$ cat config.mk
export PLATFORM = sky130hd
export DESIGN_NAME = cv3_useq
export DESIGN_NICKNAME = d
export VERILOG_FILES = /design/src/sv/cv3_pkg.sv /design/src/sv/cv3_useq.sv
export SDC_FILE = /design/constraint.sdc
export NUM_CORES = 1
export LEC_CHECK = 0
export BUFFER_PORTS_ARGS = -buffer_cell sky130_fd_sc_hd__buf_2
export CAP_MARGIN = 40
export CORE_UTILIZATION = 40
export CTS_CLUSTER_DIAMETER = 80
export CTS_CLUSTER_SIZE = 30
export DETAILED_ROUTE_END_ITERATION = 6
export SLEW_MARGIN = 5
export SYNTH_ARGS = -nofsm -noshare
export SYNTH_HDL_FRONTEND = slang
export SYNTH_SLANG_ARGS = --single-unit
$ cat constraint.sdc
create_clock -name clk -period 3.05 [get_ports clk]
set_input_delay 0.4575 -clock clk [delete_from_list [all_inputs] [get_ports clk]]
set_output_delay 0.4575 -clock clk [all_outputs]
set_load 0.05 [all_outputs]
$ cat src/sv/cv3_pkg.sv
// ---------------------------------------------------------------------------
// cv3_pkg: shared types and constants of the 3x3 convolution block
// Field widths, request codes, the micro-op encoding and the control store
// that sequences one partial-sum request.
// ---------------------------------------------------------------------------
package cv3_pkg;

  localparam int CMD_W       = 2;
  localparam int POS_W       = 10;
  localparam int DATA_W      = 32;
  localparam int SIDE_W      = 6;
  localparam int KERNEL_SIDE = 3;
  localparam int TAP_COUNT   = KERNEL_SIDE * KERNEL_SIDE;
  localparam int TAP_W       = $clog2(TAP_COUNT);
  localparam int ADDR_W      = 12;
  localparam int STEP_W      = 5;
  localparam int MIN_SIDE    = 3;

  // Request codes carried on the command field.
  localparam logic [CMD_W-1:0] CMD_LOAD_TAP = 2'd0;
  localparam logic [CMD_W-1:0] CMD_LOAD_PIX = 2'd1;
  localparam logic [CMD_W-1:0] CMD_PSUM     = 2'd2;

  // Micro-operations of the sequencer.
  typedef enum logic [2:0] {
    U_IDLE,
    U_CHECK,
    U_DIV,
    U_READ,
    U_WAIT,
    U_FIN
  } uop_t;

  // Neighbor offset along one axis.
  typedef enum logic [1:0] {
    OFF_ZERO,
    OFF_NEG,
    OFF_POS
  } off_t;

  // One control word of the program.
  typedef struct packed {
    uop_t             op;
    logic [TAP_W-1:0] tap;
    off_t             drow;
    off_t             dcol;
  } ucode_t;

  // Conditions the datapath reports to the sequencer.
  typedef struct packed {
    logic start;
    logic outside;
    logic out_busy;
  } cond_t;

  // Program layout.
  localparam logic [STEP_W-1:0] STEP_IDLE  = 5'd0;
  localparam logic [STEP_W-1:0] STEP_CHECK = 5'd1;
  localparam logic [STEP_W-1:0] STEP_DIV0  = 5'd2;
  localparam logic [STEP_W-1:0] STEP_READ0 = 5'd12;
  localparam logic [STEP_W-1:0] STEP_WAIT0 = 5'd21;
  localparam logic [STEP_W-1:0] STEP_FIN   = 5'd23;

  function automatic ucode_t uword(uop_t op, logic [TAP_W-1:0] tap, off_t dr, off_t dc);
    ucode_t w;
    w.op   = op;
    w.tap  = tap;
    w.drow = dr;
    w.dcol = dc;
    return w;
  endfunction

  // Control store: one word per step.
  function automatic ucode_t ucode_rom(logic [STEP_W-1:0] step);
    ucode_t w;
    w = uword(U_IDLE, '0, OFF_ZERO, OFF_ZERO);
    unique case (step)
      5'd0:  w = uword(U_IDLE,  4'd0, OFF_ZERO, OFF_ZERO);
      5'd1:  w = uword(U_CHECK, 4'd0, OFF_ZERO, OFF_ZERO);
      5'd2, 5'd3, 5'd4, 5'd5, 5'd6,
      5'd7, 5'd8, 5'd9, 5'd10, 5'd11:
             w = uword(U_DIV,   4'd0, OFF_ZERO, OFF_ZERO);
      5'd12: w = uword(U_READ,  4'd0, OFF_NEG,  OFF_NEG);
      5'd13: w = uword(U_READ,  4'd1, OFF_NEG,  OFF_ZERO);
      5'd14: w = uword(U_READ,  4'd2, OFF_NEG,  OFF_POS);
      5'd15: w = uword(U_READ,  4'd3, OFF_ZERO, OFF_NEG);
      5'd16: w = uword(U_READ,  4'd4, OFF_ZERO, OFF_ZERO);
      5'd17: w = uword(U_READ,  4'd5, OFF_ZERO, OFF_POS);
      5'd18: w = uword(U_READ,  4'd6, OFF_POS,  OFF_NEG);
      5'd19: w = uword(U_READ,  4'd7, OFF_POS,  OFF_ZERO);
      5'd20: w = uword(U_READ,  4'd8, OFF_POS,  OFF_POS);
      5'd21, 5'd22:
             w = uword(U_WAIT,  4'd0, OFF_ZERO, OFF_ZERO);
      5'd23: w = uword(U_FIN,   4'd0, OFF_ZERO, OFF_ZERO);
      default: w = uword(U_IDLE, 4'd0, OFF_ZERO, OFF_ZERO);
    endcase
    return w;
  endfunction

endpackage

$ cat src/sv/cv3_useq.sv
// ---------------------------------------------------------------------------
// cv3_useq: micro-sequencer
// Step counter over the control store with conditional jumps for request
// start, the out-of-map shortcut and the result register hold.
// ---------------------------------------------------------------------------
module cv3_useq (
  input  logic            clk,
  input  logic            rst_n,
  input  cv3_pkg::cond_t  cond,
  output cv3_pkg::ucode_t ucw
);

  logic [cv3_pkg::STEP_W-1:0] step_r;
  logic [cv3_pkg::STEP_W-1:0] step_nxt;

  // Step register.
  always_ff @(posedge clk) begin
    if (!rst_n) begin
      step_r <= cv3_pkg::STEP_IDLE;
    end else begin
      step_r <= step_nxt;
    end
  end

  // Fetch the control word and pick the next step.
  always_comb begin
    ucw      = cv3_pkg::ucode_rom(step_r);
    step_nxt = step_r + 5'd1;
    unique case (ucw.op)
      cv3_pkg::U_IDLE: begin
        step_nxt = cond.start ? cv3_pkg::STEP_CHECK : cv3_pkg::STEP_IDLE;
      end
      cv3_pkg::U_CHECK: begin
        step_nxt = cond.outside ? cv3_pkg::STEP_FIN : step_r + 5'd1;
      end
      cv3_pkg::U_FIN: begin
        step_nxt = cond.out_busy ? step_r : cv3_pkg::STEP_IDLE;
      end
      default: begin
        step_nxt = step_r + 5'd1;
      end
    endcase
  end

endmodule

* Yosys cells after proc, flatten, opt, wreduce, memory -nomap -nowiden
Memories as Yosys holds them, arrays and structs flattened. A register that Yosys moved wholly into a read port is not among the register bits.
Cells that the tools add are included.
** Cells by class
- Add/sub/neg operators :: 1
- Equal/unequal tests :: 3
- Mux-type cells :: 6
- Reduce and logical (&&, ||, !) cells :: 1
** Operator list (count)
- two-way mux 5 bit :: 4
- case mux 5 bit (3 select lines) :: 1
- adder 5 x 1 -> 5 bit (second input constant) :: 1
- equality test 3 x 1 -> 1 bit (second input constant) :: 1
- equality test 3 bit (second input constant) :: 1
- logical NOT 3 bit :: 1
- inequality test 2 bit (second input constant) :: 1
- two-way mux 1 bit :: 1
** Storage, ports and cells
- Flip-flop bits (word level) :: 5
- Memory bits (read-only) :: 352
- Input port bits :: 5
- Output and inout bits :: 11
- Logic and storage cells :: 13
- Memories :: 1
** Memories
- (no name shown) :: words 32, bits a word 11, rd ports 1, clocked after memory_dff 1, wr ports 0, line cv3_pkg.sv:77 : unique case (step)

* Depth between registers and ports, before layout
- Depth in word-level cells :: 5
- Mapped depth :: 10
- Gate-level depth less buffers :: 9

* Worst setup path after synthesis
Ideal clock, no wire load.
- Path kind :: register to register
- Start point :: register, netlist name ucw[9]
- End point :: register, netlist name ucw[1]
- Setup time :: 0.058 ns
- Data arrival time :: 2.505 ns
- Data required time :: 2.992 ns
- Path slack :: 0.487 ns
- Cell stages (with the launch flop) :: 10
- Buffers on the path :: 1
- Clock period less this slack :: 2.563 ns
- Path through :: dfxtp_1 -> buf_2 -> and4b_1 -> o21ai_0 -> a21boi_0 -> inv_1 -> ha_1 -> or4b_1 -> a211oi_1 -> o21a_1
** Between the ends
- Word-level cells in the longest chain between the ends :: 4
- Elaborated cells on any way between the ends :: 7
- Those cells by class :: eq/ne: 3; mux: 3; reduce/logical: 1
** Ends and longest elaborated chain
- equality test 3 bit, or another cell as far along :: line cv3_useq.sv:29 : unique case (ucw.op)
- case mux 5 bit (3 select lines) or inequality test 2 bit (tied branches)
- two-way mux 5 bit (no source line) * (2 in series)
Mark *: on every way between the ends. The rest lies on a longest branch, timed or not.
A chain may end at the register's enable or synchronous reset.

* Worst setup path after layout
- Start point :: register, netlist name ucw[8]
- End point :: register, netlist name ucw[8]
** Between the ends
- Word-level cells in the longest chain between the ends :: 4
- Elaborated cells on any way between the ends :: 7
- Those cells by class :: eq/ne: 3; mux: 3; reduce/logical: 1
** Ends and longest elaborated chain (line)
- equality test 3 bit, or another cell as far along :: cv3_useq.sv:29
- case mux 5 bit (3 select lines) or inequality test 2 bit (tied branches)
- two-way mux 5 bit (no source line) * (2 in series)
Marks and branches as above.

==> load_flow_metrics.sql <==
INSERT INTO impl_metrics (metric_group, metric, value, unit) VALUES
('power_and_ir_drop', 'seq_power_share', '35.8', '%'),
('sta', 'worst_max_slew_margin_expressed_relative_to_the_limit', '56.4', '%'),
('worst_setup_path', 'crit_path_top_delay_cell', 'sky130_fd_sc_hd__dfxtp_1', ''),
('power_and_ir_drop', 'share_of_power_burned_in_combinational_logic', '48.5', '%'),
('sta', 'final.period_utilization', '87.7', '%'),
('worst_setup_path', 'critPathMaxFanout', '11', ''),
('route', 'top_layer', 'met4', ''),
('yosys', 'post-synth-top-area-cell', 'sky130_fd_sc_hd__dfxtp_1', ''),
('hold_path', 'hold_path.class', 'in2reg', ''),
('floorplanning', 'die_height', '50.2', 'µm'),
('route', 'wl', '2110', 'µm'),
('global_route', 'overflow', '0', ''),
('yosys', 'ys_types', '43', ''),
('sta', 'hold_violations', '0', ''),
('cts', 'tritoncts_num_sinks', '16', ''),
('yosys', 'yosys.area.top_type_share', '34.5', '%'),
('worst_setup_path', 'critPathKind', 'reg2reg', ''),
('worst_setup_path', 'timing.critical_path.cells', 'nor2b_1 > o22ai_1 > a21boi_0 > inv_1 > ha_1 > o2111a_1 > a221o_1', ''),
('power_and_ir_drop', 'cellLeakagePower', '0.457', 'nW'),
('power_and_ir_drop', 'power_per_cell_area', '839', 'nW/µm²'),
('yosys', 'synth_top_cells_by_count', 'sky130_fd_sc_hd__dfxtp_1 (16), sky130_fd_sc_hd__a21oi_1 (5), sky130_fd_sc_hd__ha_1 (5), sky130_fd_sc_hd__nand3_1 (5), sky130_fd_sc_hd__nor2b_1 (5)', ''),
('route', 'drc_errors', '0', ''),
('global_route', 'antenna_violations_before_repair', '0', ''),
('route', 'met1_length', '962', 'µm'),
('cts', 'cts_tree', 'yes', ''),
('worst_setup_path', 'timing.rr.start', 'ucw[8]', ''),
('cells_and_area', 'antenna_cells_inserted', '0', ''),
('sta', 'final_max_slew_viol_count', '0', ''),
('sta', 'grt_setup_unrepaired', 'no', ''),
('yosys', 'synth.most_common_cell', 'sky130_fd_sc_hd__dfxtp_1', ''),
('route', 'first_pass_iters', '4', ''),
('sta', 'hold_slack', '0.519', 'ns'),
('cts', 'worst_setup_hold_path_clk_slew', '0.09', 'ns'),
('global_route', 'grt_start_max_net_pins', '15', ''),
('cells_and_area', 'syn_to_final_growth', '11.8', '%'),
('worst_setup_path', 'worstPathRequired', '3.23', 'ns'),
('route', 'drtAntennaViolNets', '0', ''),
('sta', 'fmax', '374', 'MHz'),
('route', 'initialDrtViolationCount', '31', ''),
('route', 'via_total_after_detailed_routing', '855', ''),
('yosys', 'post_synth_inst_count', '101', ''),
('cts', 'worst_skew_pair.late_latency', '0.28', 'ns'),
('cts', 'cts_repair_resize_count', '0', ''),
('worst_setup_path', 'critical_path.max_stage_delay', '0.56', 'ns'),
('cts', 'cts_root_buf', 'sky130_fd_sc_hd__clkbuf_4', ''),
('yosys', 'synth_fp_nets', '111', ''),
('yosys', 'ys_warn_count', '0', ''),
('floorplanning', 'dieArea', '2520', 'µm²'),
('cts', 'cts.htree.levels', '1', ''),
('flow_run', 'max-cap-violations', '0', ''),
('hold_path', 'worst_hold_startpoint', 'rst_n', ''),
('yosys', 'ys_top_cells_by_area', 'sky130_fd_sc_hd__dfxtp_1 (34%), sky130_fd_sc_hd__ha_1 (6.7%), sky130_fd_sc_hd__o211a_1 (4.3%)', ''),
('outcome', 'status', 'finished, final reports clean', ''),
('cells_and_area', 'num-nets-final', '126', ''),
('global_route', 'first_global_vias', '763', ''),
('power_and_ir_drop', 'cellInternalPower', '0.472', 'mW'),
('power_and_ir_drop', 'netSwitchingFraction', '45.8', '%'),
('floorplanning', 'row_cnt', '17', ''),
('cells_and_area', 'layout.core_utilization', '47.5', '%'),
('route', 'met2_length', '998', 'µm'),
('floorplanning', 'width_of_the_die', '50.2', 'µm'),
('floorplanning', 'floorplan.initialDensity', '42.4', '%'),
('floorplanning', 'core_area', '2190', 'µm²'),
('placed_design', 'detailed_place_hpwl', '1500', 'µm'),
('global_route', 'globalRouteTotalUtil', '18.0', '%'),
('sta', 'worst_slew_pin_slew', '0.652', 'ns'),
('worst_setup_path', 'setup.worst_path.start_class', 'flip-flop', ''),
('floorplanning', 'io_pins', '16', ''),
('cts', 'postCtsHoldBufs', '0', ''),
('yosys', 'mappedNetlistArea', '930', 'µm²'),
('yosys', 'synth_flop_cell', 'sky130_fd_sc_hd__dfxtp_1', '');
==> sequential cells by signal (all words and copies together), names as in the netlist <==
register / count
ucw: 11
step_r: 5
==> stage by stage <==
step                      worst slack [ns]  instance area, µm²  instances  total power [mW]
final                                0.375                1040        143             0.872
after floorplan                      0.487                 930        101             0.656
after global placement               0.462                1000        139             0.731
after CTS                            0.372                1040        143             0.873
after global routing                 0.103                1040        143             0.928
after detailed placement             0.388                1000        139             0.735
==> cell type report <==
cell class | instances | area (µm²)
fillers | 229 | 1150
multi-input cells | 76 | 558
flip-flops and latches | 16 | 320
repair buffers | 15 | 75.1
clock buffers | 4 | 36.3
well taps | 28 | 35.0
inverters | 4 | 15.0
==> cells in the final DEF, fill, tap and decap left out, types with 2 or more instances in the layout <==
cell / Yosys / layout
sky130_fd_sc_hd__dfxtp_1: 16 / 16
sky130_fd_sc_hd__nand2_1: 4 / 4
sky130_fd_sc_hd__o21a_1: 3 / 3
sky130_fd_sc_hd__and4b_1: 2 / 2
sky130_fd_sc_hd__inv_1: 4 / 4
sky130_fd_sc_hd__nand3_1: 5 / 5
sky130_fd_sc_hd__nor3_1: 3 / 3
sky130_fd_sc_hd__ha_1: 5 / 5
sky130_fd_sc_hd__nor2_1: 4 / 4
sky130_fd_sc_hd__nor2b_1: 5 / 5
sky130_fd_sc_hd__buf_2: 2 / 15
sky130_fd_sc_hd__o21ai_0: 3 / 3
sky130_fd_sc_hd__o211a_1: 4 / 4
sky130_fd_sc_hd__clkbuf_4: 0 / 3
sky130_fd_sc_hd__o211ai_1: 2 / 2
sky130_fd_sc_hd__o22ai_1: 2 / 2
sky130_fd_sc_hd__a21oi_1: 5 / 5
sky130_fd_sc_hd__and2_1: 2 / 2
sky130_fd_sc_hd__o311ai_0: 2 / 2
sky130_fd_sc_hd__nor4_1: 2 / 2
sky130_fd_sc_hd__a21boi_0: 2 / 2
==> routing by layer <==
| metal | up-vias | global-route usage (%) |
|---|---|---|
| li1 | 418 | - |
| met1 | 407 | 23.3 |
| met2 | 26 | 28.7 |
| met3 | 4 | 3.03 |
| met4 | 0 | 9.05 |
| met5 | - | 0 |
==> worst max-delay path: cells and delay by family (launching register included) <==
family                     cells  cell delay [ns]
buffers and inverters          1             0.19
and+or+nand+nor                1             0.33
DFF                            1             0.56
AOI/OAI and AO/OA              4             1.16
adders and majority gates      1             0.33
==> power by group through the flow <==
stage,Combinational (mW),Sequential (mW),Clock [mW]
after global placement,0.415,0.316,0
after floorplan,0.276,0.380,0
after CTS,0.420,0.312,0.140
after detailed placement,0.418,0.318,0
final,0.423,0.313,0.137
after global routing,0.457,0.322,0.149
==> final timing paths <==
check / endpoint / slack (ns) / cells after the start
setup / recovery: ucw[8] / 0.38 / 7
hold / removal: ucw[0] / 0.52 / 2
setup reg to reg: ucw[8] / 0.38 / 7
hold reg to reg: step_r[0] / 0.62 / 1
==> cell families (layout without fill, tap and decap cells) <==
| logic type | after synthesis | in the layout | share of synthesized area (%) |
|---|---|---|---|
| simple gates | 38 | 38 | 26.0 |
| fa+ha+maj | 5 | 5 | 6.73 |
| mux | 1 | 1 | 1.21 |
| buf+inv | 9 | 23 | 5.52 |
| compound gates | 32 | 32 | 26.1 |
| flops | 16 | 16 | 34.5 |
Note: power is estimated with default switching activity, not from simulation.
